<file path="config.mk">
export PLATFORM = sky130hd
export DESIGN_NAME = gd3_window
export DESIGN_NICKNAME = d
export VERILOG_FILES = /design/src/hdl/gd3_pkg.sv /design/src/hdl/gd3_window.sv
export SDC_FILE = /design/constraint.sdc
export NUM_CORES = 1
export LEC_CHECK = 0
export BUFFER_PORTS_ARGS = -buffer_cell sky130_fd_sc_hd__buf_2
export CAP_MARGIN = 20
export CELL_PAD_IN_SITES_DETAIL_PLACEMENT = 1
export CELL_PAD_IN_SITES_GLOBAL_PLACEMENT = 1
export CORE_MARGIN = 3
export CORE_UTILIZATION = 48
export CTS_BUF_LIST = sky130_fd_sc_hd__clkbuf_8
export DETAILED_ROUTE_END_ITERATION = 12
export PLACE_DENSITY_LB_ADDON = 0.25
export SYNTH_ARGS = -nofsm -noshare
export SYNTH_HDL_FRONTEND = slang
export SYNTH_SLANG_ARGS = --single-unit
</file>
<file path="constraint.sdc">
create_clock -name aclk -period 18.24 [get_ports aclk]
set_input_delay 3.648 -clock aclk [delete_from_list [all_inputs] [get_ports aclk]]
set_output_delay 3.648 -clock aclk [all_outputs]
set_load 0.05 [all_outputs]
</file>
<file path="src/hdl/gd3_pkg.sv">
// Package for the 3x3 grayscale dilation block.
// Holds the item kind codes, register indexes and the control word passed
// from the position sequencer to the window stage. Depends on nothing.
`default_nettype none

package gd3_pkg;

    // Item kinds carried on the input tuser bit.
    localparam logic OP_PIXEL = 1'b0;
    localparam logic OP_DRAIN = 1'b1;

    // Configuration register indexes and widths.
    localparam int unsigned CFG_BITS      = 11;
    localparam int unsigned CFG_ADDR_BITS = 1;
    localparam logic [CFG_ADDR_BITS-1:0] CFG_IMAGE_WIDTH  = 1'd0;
    localparam logic [CFG_ADDR_BITS-1:0] CFG_IMAGE_HEIGHT = 1'd1;

    // Reset values and limits of the frame geometry.
    localparam logic [CFG_BITS-1:0] WIDTH_RESET  = 11'd640;
    localparam logic [CFG_BITS-1:0] HEIGHT_RESET = 11'd480;
    localparam logic [CFG_BITS-1:0] HEIGHT_MAX   = 11'd1024;
    localparam logic [CFG_BITS-1:0] DIM_MIN      = 11'd2;

    // Decoded work for one request on its way to the window stage.
    typedef struct packed {
        logic emit_pre;   // emit the last pixel of the previous line first
        logic final_px;   // final output of the frame, no line store access
        logic adv;        // shift the window and update the line stores
        logic emit_post;  // emit the pixel centered one column back
        logic use_left;   // the leftmost window column is inside the image
        logic row_ge1;    // the middle line exists
        logic row_ge2;    // the upper line exists
    } ctrl_t;

endpackage

`default_nettype wire

</file>
<file path="src/hdl/gd3_window.sv">
// Window stage of the dilation block: column maxima of the 3x3 window,
// line store write-back with forwarding, and the output register.
// Depends on gd3_pkg.
`default_nettype none

module gd3_window #(
    parameter int unsigned PIXEL_BITS = 8
) (
    input  wire logic                    aclk,
    input  wire logic                    aresetn,
    input  wire logic                    ce,
    input  wire logic                    s1_valid,
    input  wire gd3_pkg::ctrl_t          s1,
    input  wire logic [PIXEL_BITS-1:0]   s1_bot,
    input  wire logic                    rd_fire,
    input  wire logic                    fwd_hit,
    input  wire logic [2*PIXEL_BITS-1:0] rd_data,
    output logic                         wr_en,
    output logic      [2*PIXEL_BITS-1:0] wr_data,
    output logic                         m_valid_reg,
    output logic      [PIXEL_BITS-1:0]   m_value_reg,
    output logic                         m_last_reg
);

    logic                    fwd_hit_reg;
    logic [2*PIXEL_BITS-1:0] fwd_data_reg;
    logic [PIXEL_BITS-1:0]   cm1_reg, cm2_reg;

    logic [2*PIXEL_BITS-1:0] col_data;
    logic [PIXEL_BITS-1:0]   top, mid, new_cm, left;
    logic [PIXEL_BITS-1:0]   pre_val, post_a, post_val;
    logic                    step;

    // Column of the new pixel: upper and middle from the store, lower from the input.
    always_comb begin
        col_data = fwd_hit_reg ? fwd_data_reg : rd_data;
        top      = s1.row_ge2 ? col_data[2*PIXEL_BITS-1:PIXEL_BITS] : '0;
        mid      = s1.row_ge1 ? col_data[PIXEL_BITS-1:0] : '0;
        new_cm   = (top > mid) ? top : mid;
        new_cm   = (s1_bot > new_cm) ? s1_bot : new_cm;
        step     = ce && s1_valid;
        wr_en    = step && s1.adv;
        wr_data  = {mid, s1_bot};
    end

    // Neighborhood maxima before and after the window shift.
    always_comb begin
        pre_val  = (cm2_reg > cm1_reg) ? cm2_reg : cm1_reg;
        left     = s1.use_left ? cm1_reg : '0;
        post_a   = (new_cm > cm2_reg) ? new_cm : cm2_reg;
        post_val = (left > post_a) ? left : post_a;
    end

    // Forwarded copy of a write to the entry read in the same cycle.
    always_ff @(posedge aclk) begin
        if (!aresetn) begin
            fwd_hit_reg <= 1'b0;
        end else if (rd_fire) begin
            fwd_hit_reg <= fwd_hit;
        end
    end

    always_ff @(posedge aclk) begin
        if (rd_fire) begin
            fwd_data_reg <= wr_data;
        end
    end

    // Window shift, holding only the maxima of the two newest columns.
    always_ff @(posedge aclk) begin
        if (!aresetn) begin
            cm1_reg <= '0;
            cm2_reg <= '0;
        end else if (wr_en) begin
            cm1_reg <= cm2_reg;
            cm2_reg <= new_cm;
        end
    end

    // Output register.
    always_ff @(posedge aclk) begin
        if (!aresetn) begin
            m_valid_reg <= 1'b0;
        end else if (ce) begin
            m_valid_reg <= s1_valid && (s1.emit_pre || s1.emit_post);
        end
    end

    always_ff @(posedge aclk) begin
        if (step) begin
            m_value_reg <= s1.emit_pre ? pre_val : post_val;
            m_last_reg  <= s1.emit_pre && s1.final_px;
        end
    end

endmodule

`default_nettype wire

</file>
==> impl_metrics.json <==
{
  "start_util": 0.4989,
  "drt-initial-drc-count": 183,
  "hpwl_mm": 8.905,
  "dieArea_um2": 8703,
  "syn_nets": 480,
  "switchingPower_uw": 182.8,
  "skew_ns": 0.005385,
  "cp_max_fo": 23,
  "synth_top_cell_area_share": 0.2053,
  "hold_buffers": 0,
  "clock.fmax_mhz": 81.98,
  "cts_max_path_buffers": 2,
  "die_w_um": 93.29,
  "hp-class": "register to register",
  "hold_slack_ns": 0.4881,
  "intPower_uw": 234.6,
  "drcViolationCount": 0,
  "routedWlPerCell_um": 21.15,
  "tns_ns": 0,
  "cts_resized": 0,
  "wl_mm": 11.66,
  "ir_drop_mv": 0.07008,
  "powerDensity_nw_per_um2": 102.0,
  "antenna_found_initial": 0,
  "drv_slew": 0,
  "yosysWarnings": 0,
  "ys_top_cells_by_area": "edfxtp_1 21%, ha_1 13%, dfxtp_1 9.9%",
  "crit_slowest_cell": "a31oi_2",
  "io_buffer_count": 63,
  "h-tree-depth": 2,
  "pwr-share-comb": 0.532,
  "pwr-share-seq": 0.280,
  "rows": 31,
  "tightest_slew_ns": 1.085,
  "vias": 3343,
  "ys_ff_latch": 43,
  "drv_cap": 0,
  "p_sw_frac": 0.4379,
  "largest_reg_flops": 16,
  "cts_tree": "built",
  "syn_area_um2": 3657,
  "track_usage": 0.2780,
  "critPathMostFrequentCell": "ha_1",
  "grt_pass1_vias": 3530,
  "pin_count": 64,
  "fin_crit_sh": 0.6688,
  "worstSetupPathType": "input port to register",
  "power.leakage_uw": 0.001705,
  "grt.overflow.total": 0,
  "post_cts_buffers": 0,
  "clock_sinks": 43,
  "clk-insertion-delay-late_ns": 0.30,
  "arrival_ns": 12.35,
  "cts_made_buffers": 5,
  "multi_input_area_um2": 2291,
  "num-nets-final": 527,
  "area_delta_synth_final_pct": 11.84,
  "via_per_inst": 6.067,
  "cts_root_buf": "clkbuf_8",
  "post-route-min-period_ns": 12.20,
  "netlist_instances": 404,
  "yosysUniqueCellTypes": 47,
  "worstSetupStartpointType": "input port",
  "synth_area_leader_cell": "edfxtp_1",
  "cp.required_ns": 18.40,
  "layout-drive-gt1-share": 0.2013,
  "max_slew_margin": 0.2742,
  "avgSynthCellArea_um2": 9.053,
  "antennaDiodeCount": 0,
  "rsz0062_at_grt": "no",
  "place_congestion": 0.9502,
  "clock_power_share": 0.188,
  "cp_slowest_stage_delay_ns": 0.85,
  "seqCellArea_um2": 1111,
  "grt_pass1_wl_mm": 18.83,
  "grt_max_degree": 26,
  "endpoint_kind": "register",
  "final_antenna_net_count": 0,
  "status": "finished clean",
  "fin_area_um2": 4090,
  "core_area_um2": 7331,
  "nFillCells": 904,
  "ys_seq_area_frac": 0.3038,
  "report.final.setup_viol": 0,
  "finalHoldViolCount": 0,
  "place_area_um2": 3973,
  "cts.clk_slew.worst_paths_ns": 0.09,
  "drtPass1Iterations": 5,
  "die_y_um": 93.29
}
-- power groups by stage --
stage | Combinational [uW] | Sequential [uW] | Clock, uW
floorplan | 159 | 126 | 0
global placement | 205 | 118 | 0
detailed placement | 216 | 119 | 0
CTS | 218 | 117 | 80.3
global route | 243 | 117 | 84.5
finish | 222 | 117 | 78.6
-- cells by family (layout without fill, tap and decap cells) --
family,Yosys count,count (layout),share of synthesized area
flops,43,43,0.3038
buf+inv,57,105,0.07150
compound gates,108,108,0.2097
mux,38,38,0.1280
xor+xnor,1,1,0.002395
simple gates,118,118,0.1512
fa+ha+maj,39,39,0.1334
-- per-layer routing --
layer | share of wire | global-route usage | up-vias | routed length [um]
met3 | 0.048 | 0.03379 | 28 | 554
met2 | 0.47 | 0.4705 | 116 | 5528
met5 | 0 | 0 | - | 0
met4 | 0.024 | 0.08181 | 0 | 274
li1 | - | - | 1557 | -
met1 | 0.45 | 0.3708 | 1642 | 5298
-- through the flow --
step / setup slack, ns / cells / util / total power (uW)
after floorplan: 7.037 / 404 / - / 284.8
after global placement: 6.520 / 543 / 0.5419 / 323.4
after detailed placement: 5.971 / 543 / 0.5419 / 334.9
after CTS: 6.248 / 551 / 0.5579 / 414.9
after global routing: 5.474 / 551 / 0.5579 / 445.2
final: 6.042 / 551 / 0.5579 / 417.3
-- final timing paths --
kind         slack (ns)  cells past startpoint              to         from
min reg2reg        0.49                      2     m_valid_reg  m_valid_reg
max                6.04                     31  m_value_reg[3]        s1[1]
min                0.49                      2     m_valid_reg  m_valid_reg
max reg2reg        8.94                     31  m_value_reg[3]  fwd_hit_reg
-- synthesized netlist by cell type, drive strengths merged --
library cell,number
nand2,43
o31a,1
a211o,1
inv,33
nand2b,1
buf,15
a311oi,3
or2,2
o2bb2ai,5
xor2,1
o21ai,18
nand3,12
a2bb2oi,4
a21oi,19
o2111a,1
nor3,2
and2,6
ha,39
and3,3
a211oi,1
edfxtp,25
mux2i,34
mux2,4
a31oi,1
o21a,7
clkbuf,9
o21bai,1
o211ai,7
nor2b,19
nor2,25
dfxtp,18
a41oi,5
o2111ai,4
a21boi,9
nand4,5
a21o,6
a22oi,15
-- cells in the final DEF (no fill, tap or decap), types with 15 or more instances in the layout --
cell type / count
a21oi_1: 18
a22oi_1: 15
ha_1: 39
edfxtp_1: 25
inv_1: 32
nand2_1: 43
mux2i_1: 28
buf_2: 63
nor2b_1: 19
o21ai_0: 16
nor2_1: 24
dfxtp_1: 18
-- final cells by class --
cell class	count	area share
flip-flops and latches	43	0.2716
inverters	33	0.03028
clock inverters	2	0.008565
repair buffers	64	0.07892
clock buffers	6	0.02019
well taps	99	0.03028
multi-input cells	304	0.5601
-- critical path: cells and delay by family --
family | cells | cell delay (ns)
compound gates | 14 | 4.07
simple gates | 8 | 2.37
fa+ha+maj | 4 | 1.27
mux | 2 | 0.64
buf+inv | 3 | 0.32
(Power assumes the default switching activity.)
