$ cat src/hdl/gd3_pkg.sv
// Package for the 3x3 grayscale dilation block.
// Holds the item kind codes, register indexes and the control word passed
// from the position sequencer to the window stage. Depends on nothing.
`default_nettype none

package gd3_pkg;

    // Item kinds carried on the input tuser bit.
    localparam logic OP_PIXEL = 1'b0;
    localparam logic OP_DRAIN = 1'b1;

    // Configuration register indexes and widths.
    localparam int unsigned CFG_BITS      = 11;
    localparam int unsigned CFG_ADDR_BITS = 1;
    localparam logic [CFG_ADDR_BITS-1:0] CFG_IMAGE_WIDTH  = 1'd0;
    localparam logic [CFG_ADDR_BITS-1:0] CFG_IMAGE_HEIGHT = 1'd1;

    // Reset values and limits of the frame geometry.
    localparam logic [CFG_BITS-1:0] WIDTH_RESET  = 11'd640;
    localparam logic [CFG_BITS-1:0] HEIGHT_RESET = 11'd480;
    localparam logic [CFG_BITS-1:0] HEIGHT_MAX   = 11'd1024;
    localparam logic [CFG_BITS-1:0] DIM_MIN      = 11'd2;

    // Decoded work for one request on its way to the window stage.
    typedef struct packed {
        logic emit_pre;   // emit the last pixel of the previous line first
        logic final_px;   // final output of the frame, no line store access
        logic adv;        // shift the window and update the line stores
        logic emit_post;  // emit the pixel centered one column back
        logic use_left;   // the leftmost window column is inside the image
        logic row_ge1;    // the middle line exists
        logic row_ge2;    // the upper line exists
    } ctrl_t;

endpackage

`default_nettype wire

$ cat src/hdl/gd3_ctrl.sv
// Position sequencer of the dilation block: configuration registers, raster
// position, request decode and the stage register in front of the window.
// Depends on gd3_pkg.
`default_nettype none

module gd3_ctrl #(
    parameter int unsigned MAX_WIDTH  = 1024,
    parameter int unsigned PIXEL_BITS = 8,
    parameter int unsigned CW         = 10
) (
    input  wire logic                                 aclk,
    input  wire logic                                 aresetn,
    input  wire logic                                 cfg_we,
    input  wire logic [gd3_pkg::CFG_ADDR_BITS-1:0]    cfg_addr,
    input  wire logic [gd3_pkg::CFG_BITS-1:0]         cfg_data,
    input  wire logic                                 ce,
    input  wire logic                                 in_fire,
    input  wire logic                                 in_op,
    input  wire logic [PIXEL_BITS-1:0]                in_pixel,
    output logic                                      rd_en,
    output logic      [CW-1:0]                        rd_addr,
    output logic                                      fwd_hit,
    output logic                                      s1_valid_reg,
    output gd3_pkg::ctrl_t                            s1_reg,
    output logic      [CW-1:0]                        s1_col_reg,
    output logic      [PIXEL_BITS-1:0]                s1_bot_reg
);

    localparam int unsigned WW = (CW + 1 > gd3_pkg::CFG_BITS) ? CW + 1 : gd3_pkg::CFG_BITS;
    localparam logic [WW-1:0] MAXW = WW'(MAX_WIDTH);

    logic [gd3_pkg::CFG_BITS-1:0] cfg_w_reg;
    logic [gd3_pkg::CFG_BITS-1:0] cfg_h_reg;
    logic [CW-1:0]                col_reg, col_next;
    logic [gd3_pkg::CFG_BITS-1:0] row_reg, row_next;

    logic [WW-1:0]                cfg_w_ext;
    logic [WW-1:0]                eff_w;
    logic [gd3_pkg::CFG_BITS-1:0] eff_h;
    logic                         is_drain;
    logic                         flush;
    logic                         ignore;
    logic                         restart;
    logic [CW-1:0]                col_e;
    logic [gd3_pkg::CFG_BITS-1:0] row_e;
    logic [WW-1:0]                col_inc;
    logic                         eol;
    gd3_pkg::ctrl_t               dec;
    logic [PIXEL_BITS-1:0]        bot;

    // Configuration writes.
    always_ff @(posedge aclk) begin
        if (!aresetn) begin
            cfg_w_reg <= gd3_pkg::WIDTH_RESET;
            cfg_h_reg <= gd3_pkg::HEIGHT_RESET;
        end else if (cfg_we) begin
            if (cfg_addr == gd3_pkg::CFG_IMAGE_WIDTH) begin
                cfg_w_reg <= cfg_data;
            end
            if (cfg_addr == gd3_pkg::CFG_IMAGE_HEIGHT) begin
                cfg_h_reg <= cfg_data;
            end
        end
    end

    // Clamp the frame geometry to the supported range.
    always_comb begin
        cfg_w_ext = WW'(cfg_w_reg);
        if (cfg_w_ext < WW'(gd3_pkg::DIM_MIN)) begin
            eff_w = WW'(gd3_pkg::DIM_MIN);
        end else if (cfg_w_ext > MAXW) begin
            eff_w = MAXW;
        end else begin
            eff_w = cfg_w_ext;
        end
        if (cfg_h_reg < gd3_pkg::DIM_MIN) begin
            eff_h = gd3_pkg::DIM_MIN;
        end else if (cfg_h_reg > gd3_pkg::HEIGHT_MAX) begin
            eff_h = gd3_pkg::HEIGHT_MAX;
        end else begin
            eff_h = cfg_h_reg;
        end
    end

    // Decode the request against the current raster position.
    always_comb begin
        is_drain = (in_op == gd3_pkg::OP_DRAIN);
        flush    = (row_reg >= eff_h);
        ignore   = is_drain && !flush;
        restart  = !is_drain && flush;
        col_e    = restart ? '0 : col_reg;
        row_e    = restart ? '0 : row_reg;
        col_inc  = WW'(col_e) + WW'(1);
        eol      = (col_inc >= eff_w);

        dec.final_px  = is_drain && (row_reg > eff_h);
        dec.adv       = !dec.final_px;
        dec.emit_pre  = (col_e == '0) && (row_e >= 11'd2);
        dec.emit_post = dec.adv && (col_e != '0) && (row_e >= 11'd1);
        dec.use_left  = (col_e >= CW'(2));
        dec.row_ge1   = (row_e >= 11'd1);
        dec.row_ge2   = (row_e >= 11'd2);
        bot           = is_drain ? '0 : in_pixel;

        if (dec.final_px) begin
            col_next = '0;
            row_next = '0;
        end else if (eol) begin
            col_next = '0;
            row_next = row_e + 11'd1;
        end else begin
            col_next = col_inc[CW-1:0];
            row_next = row_e;
        end
    end

    // Line store read and forwarding from the write of the request ahead.
    assign rd_en   = in_fire && !ignore && dec.adv;
    assign rd_addr = col_e;
    assign fwd_hit = s1_valid_reg && s1_reg.adv && (s1_col_reg == col_e);

    // Raster position.
    always_ff @(posedge aclk) begin
        if (!aresetn) begin
            col_reg <= '0;
            row_reg <= '0;
        end else if (in_fire && !ignore) begin
            col_reg <= col_next;
            row_reg <= row_next;
        end
    end

    // Stage register toward the window.
    always_ff @(posedge aclk) begin
        if (!aresetn) begin
            s1_valid_reg <= 1'b0;
        end else if (ce) begin
            s1_valid_reg <= in_fire && !ignore;
        end
    end

    always_ff @(posedge aclk) begin
        if (in_fire) begin
            s1_reg     <= dec;
            s1_col_reg <= col_e;
            s1_bot_reg <= bot;
        end
    end

endmodule

`default_nettype wire

$ cat config.mk
export PLATFORM = sky130hd
export DESIGN_NAME = gd3_ctrl
export DESIGN_NICKNAME = d
export VERILOG_FILES = /design/src/hdl/gd3_pkg.sv /design/src/hdl/gd3_ctrl.sv
export SDC_FILE = /design/constraint.sdc
export NUM_CORES = 1
export LEC_CHECK = 0
export BUFFER_PORTS_ARGS = -buffer_cell sky130_fd_sc_hd__clkbuf_2
export CORE_ASPECT_RATIO = 1.25
export CORE_UTILIZATION = 41
export DETAILED_ROUTE_END_ITERATION = 7
export MAX_ROUTING_LAYER = met4
export SETUP_SLACK_MARGIN = 0.02
export SKIP_CTS_REPAIR_TIMING = 1
export SLEW_MARGIN = 20
export SYNTH_ARGS = -nofsm -noshare
export SYNTH_HDL_FRONTEND = slang
export SYNTH_SLANG_ARGS = --single-unit
$ cat constraint.sdc
create_clock -name aclk -period 6.37 [get_ports aclk]
set_input_delay 0.3185 -clock aclk [delete_from_list [all_inputs] [get_ports aclk]]
set_output_delay 0.3185 -clock aclk [all_outputs]
set_load 0.005 [all_outputs]
==> metrics.md <==
| Metric | Value |
|---|---|
| Gr ovfl total | `0` |
| Total Die Area | `10100 sq um` |
| Sequential-to-total area share from yosys stat | `40.9%` |
| Simple-gate share of the synthesized area | `23.8%` |
| Vias in the first global route | `3252` |
| # H-tree levels | `3` |
| Cell with the biggest individual delay on the critical path | `sky130_fd_sc_hd__o31ai_1` |
| Number of enable-type register cells in the synthesized netlist | `25` |
| Gate count after technology mapping | `457` |
| Height of the die | `112 um` |
| Worst-margin pin slew | `0.937 ns` |
| Crit-path most repeated cell | `sky130_fd_sc_hd__nand2_1` |
| YS warnings | `0` |
| Achievable frequency | `173 MHz` |
| Static leakage power | `2.10 nW` |
| Average size of a mapped cell | `8.73 sq um` |
| Max rail drop VDD | `158 uV` |
| Clock-pin slew of the registers on the worst-case setup and hold paths | `0.05 ns` |
| Endpoint class of the critical path | `flip-flop` |
| Maximum number of pins on one net before global-route repair | `32` |
| Cell type with the highest aggregate area in the netlist | `sky130_fd_sc_hd__dfxtp_1` |
| All-Layer GR Usage | `20.9%` |
| Number of endpoints failing setup at the final stage | `0` |
| Number of design-rule violations left by the first detailed-router iteration | `282` |
| Number of buffers created by CTS | `9` |
| Combined area of all synthesized cells | `3990 sq um` |
| Synthesis-stage register bit count | `69` |
| Worst reg-to-reg path cell count | `25` |
| Slowest cell delay on critical path | `0.55 ns` |
| Via-per-instance ratio | `5.56` |
| Pwr Density | `220 nW/um^2` |
| Compound-gate portion of the synthesized area | `19.9%` |
| Mux contribution to synthesized area | `0.533%` |
| Top flip-flop cell by instance count after synthesis | `sky130_fd_sc_hd__dfxtp_1` |
| Insertion delay to the later sink of the worst-skew pair | `0.33 ns` |
| Synth Area in Adders | `8.78%` |
| Dpl hpwl | `7.51 mm` |
| Number of nets in the finished design | `570` |
| Placed cells | `628` |
| Largest buffer count on any clock path | `2` |
| Hold Crit Class | `input port to flip-flop` |
| MaxCap Viol Count | `0` |
| Via total after detailed routing | `3583` |
| # IOs | `64` |
| Status | `finished, final reports clean` |
| Netlist cell types | `56` |
| Critical path peak fanout | `31` |
| Fraction of synthesized cell area taken by the top area cell type | `22.1%` |
| R2r setup slk | `0.59 ns` |
| Routed length per placed instance | `15.4 um` |
| Starting density of the core | `42.8%` |
| Setup TNS | `0 ns` |
| Remaining max-slew budget at the tightest pin | `37.5%` |
| Ratio of cells with drive above 1 in the final layout | `17.1%` |
| Final number of max-transition violations | `0` |
| Final core utilization | `50.2%` |
| Area growth from synthesis to layout | `17.3%` |
| Fill count | `898` |
| Residual antenna-violating net count after detailed routing | `0` |
| Total DRC errors in the routed layout | `0` |
| Final Hold Fails | `0` |
| RSZ-0062 raised after global routing | `no` |
| Synthesized net count | `511` |
| Die Wd | `90.3 um` |
| Worst EP required | `6.59 ns` |
| FF-to-FF Start | `cfg_h_reg[2]` |
| Number of stages on the worst hold path | `3` |
| Hold worst-path end | `cfg_w_ext[2]` |
| Beginning of the worst hold path | `cfg_data[2]` |
| Total inserted antenna cells | `0` |
| Clock root buffer master | `sky130_fd_sc_hd__clkbuf_16` |
| Number of antenna violations at the first check in global routing | `0` |
| Clock tree sinks | `69` |
| Wire length of the first global-routing pass | `16.1 mm` |
| Total core area | `9320 sq um` |
| Ranking of synthesized cells by area | `sky130_fd_sc_hd__dfxtp_1 (22%), sky130_fd_sc_hd__edfxtp_1 (19%), sky130_fd_sc_hd__ha_1 (8.8%)` |
| Final wirelength | `9.94 mm` |
| Xor-xnor portion of the synthesized cell area | `1.32%` |
| WP data arrival | `6.00 ns` |
| Register Area | `1630 sq um` |
| Cell Count, Final, Fillers Out | `644` |
| CTS tree | `done` |
| Routability congestion estimate from global placement | `0.870` |
| Area occupied by multi-input gates | `2170 sq um` |
| Cell Rows | `39` |
| Kind of launch point of the worst setup path | `flip-flop` |
| Pre-Repair DR Iteration Count | `5` |
| Type of the worst setup path | `flip-flop to flip-flop` |
| Final clock skew | `0.00811 ns` |
| Async SR Flop Fraction | `0%` |
| Main combinational cell family by area after synthesis | `simple AND/OR/NAND/NOR gates` |
| Final critical-path required period | `5.78 ns` |
| Ratio of final minimum period to clock period | `90.8%` |
| Reg-to-reg critical path endpoint | `row_reg[5]` |
| Count of buffers inserted at the top-level ports | `63` |
how the worst max path moves through the flow:
stage | depth (start not counted) | endpoint | slack, ns | startpoint
finish | 25 | row_reg[5] | 0.59 | cfg_h_reg[2]
global placement | 25 | row_reg[5] | 0.78 | cfg_h_reg[6]
CTS | 25 | row_reg[5] | 0.60 | cfg_h_reg[2]
global route | 25 | row_reg[5] | 0.17 | cfg_h_reg[2]
floorplan | 26 | col_reg[0] | 1.07 | cfg_h_reg[2]
detailed placement | 25 | row_reg[5] | 0.64 | cfg_h_reg[2]
per-layer routing:
| metal | track usage, % | share of wire [%] | vias to the layer above |
|---|---|---|---|
| li1 | - | - | 1780 |
| met1 | 26.7 | 46 | 1654 |
| met2 | 32.6 | 46 | 132 |
| met3 | 2.91 | 5.2 | 17 |
| met4 | 9.78 | 2.3 | 0 |
| met5 | - | 0 | - |
report_power, final:
part	total, W	internal (W)	switching (W)
Clock	0.000449	0.000270	0.000179
Sequential	0.000486	0.000474	0.0000117
Combinational	0.0000964	0.0000377	0.0000588
worst max-delay path, delay by kind of cell, from the launching register on:
kind	cells	cell delay (ns)
compound gates	10	2.46
simple gates	9	1.47
fa+ha+maj	3	0.89
buf+inv	3	0.52
flops	1	0.32
synth_stat cells (4+ instances only):
library cell / n
sky130_fd_sc_hd__clkbuf_1: 11
sky130_fd_sc_hd__nor2b_1: 11
sky130_fd_sc_hd__nor4b_1: 5
sky130_fd_sc_hd__nor4_1: 11
sky130_fd_sc_hd__a21o_1: 5
sky130_fd_sc_hd__edfxtp_1: 25
sky130_fd_sc_hd__a211o_1: 9
sky130_fd_sc_hd__o221ai_1: 5
sky130_fd_sc_hd__nand4_1: 8
sky130_fd_sc_hd__o21a_1: 4
sky130_fd_sc_hd__o21ai_0: 10
sky130_fd_sc_hd__o22ai_1: 4
sky130_fd_sc_hd__and2_1: 6
sky130_fd_sc_hd__nand2_1: 93
sky130_fd_sc_hd__and3_1: 7
sky130_fd_sc_hd__inv_1: 29
sky130_fd_sc_hd__nand3_1: 13
sky130_fd_sc_hd__dfxtp_1: 44
sky130_fd_sc_hd__o211ai_1: 5
sky130_fd_sc_hd__ha_1: 28
sky130_fd_sc_hd__buf_2: 7
sky130_fd_sc_hd__o211a_1: 9
sky130_fd_sc_hd__nand2b_1: 5
sky130_fd_sc_hd__nor2_1: 29
sky130_fd_sc_hd__a21oi_1: 28
logic make-up (layout without fill, tap and decap cells):
group,count (synthesis),in the layout
simple gates,196,196
compound gates,108,108
flops,69,69
buf+inv,48,112
fa+ha+maj,28,28
xor+xnor,6,6
mux,2,2
through the flow:
step           setup slack [ns]  instance area [sq um]  power, W  hold WS [ns]
2_1_floorplan              1.07                   3990  0.000550         0.431
3_3_place_gp              0.781                   4410  0.000589         0.465
3_5_place_dp              0.635                   4410  0.000591         0.466
4_1_cts                   0.599                   4680   0.00104         0.219
5_1_grt                   0.171                   4680   0.00108         0.224
6_report                  0.588                   4680   0.00103         0.228
cell usage in the layout, fill, tap and decap left out, drive strengths merged, types with 4 or more instances in the layout:
cell    synthesis  layout
nand2          93      93
clkbuf         11      74
dfxtp          44      44
inv            29      29
nor2           29      29
a21oi          29      29
ha             28      28
edfxtp         25      25
nand3          13      13
nor4           11      11
nor2b          11      11
o21ai          10      10
nand4          10      10
o211a           9       9
a211o           9       9
and3            7       7
and2            6       6
o211ai          6       6
nor4b           6       6
nand2b          5       5
a21o            5       5
o221ai          5       5
o21a            4       4
o22ai           4       4
buf             8       4
clkinv          0       4
cell type report:
| class | instances | area share (%) |
|---|---|---|
| clock inverters | 5 | 0.561 |
| inverters | 29 | 2.32 |
| flip-flops and latches | 69 | 34.8 |
| multi-input cells | 340 | 46.4 |
| clock buffers | 11 | 5.18 |
| well taps | 123 | 3.29 |
| repair buffers | 67 | 7.38 |
(Power assumes the default switching activity.)
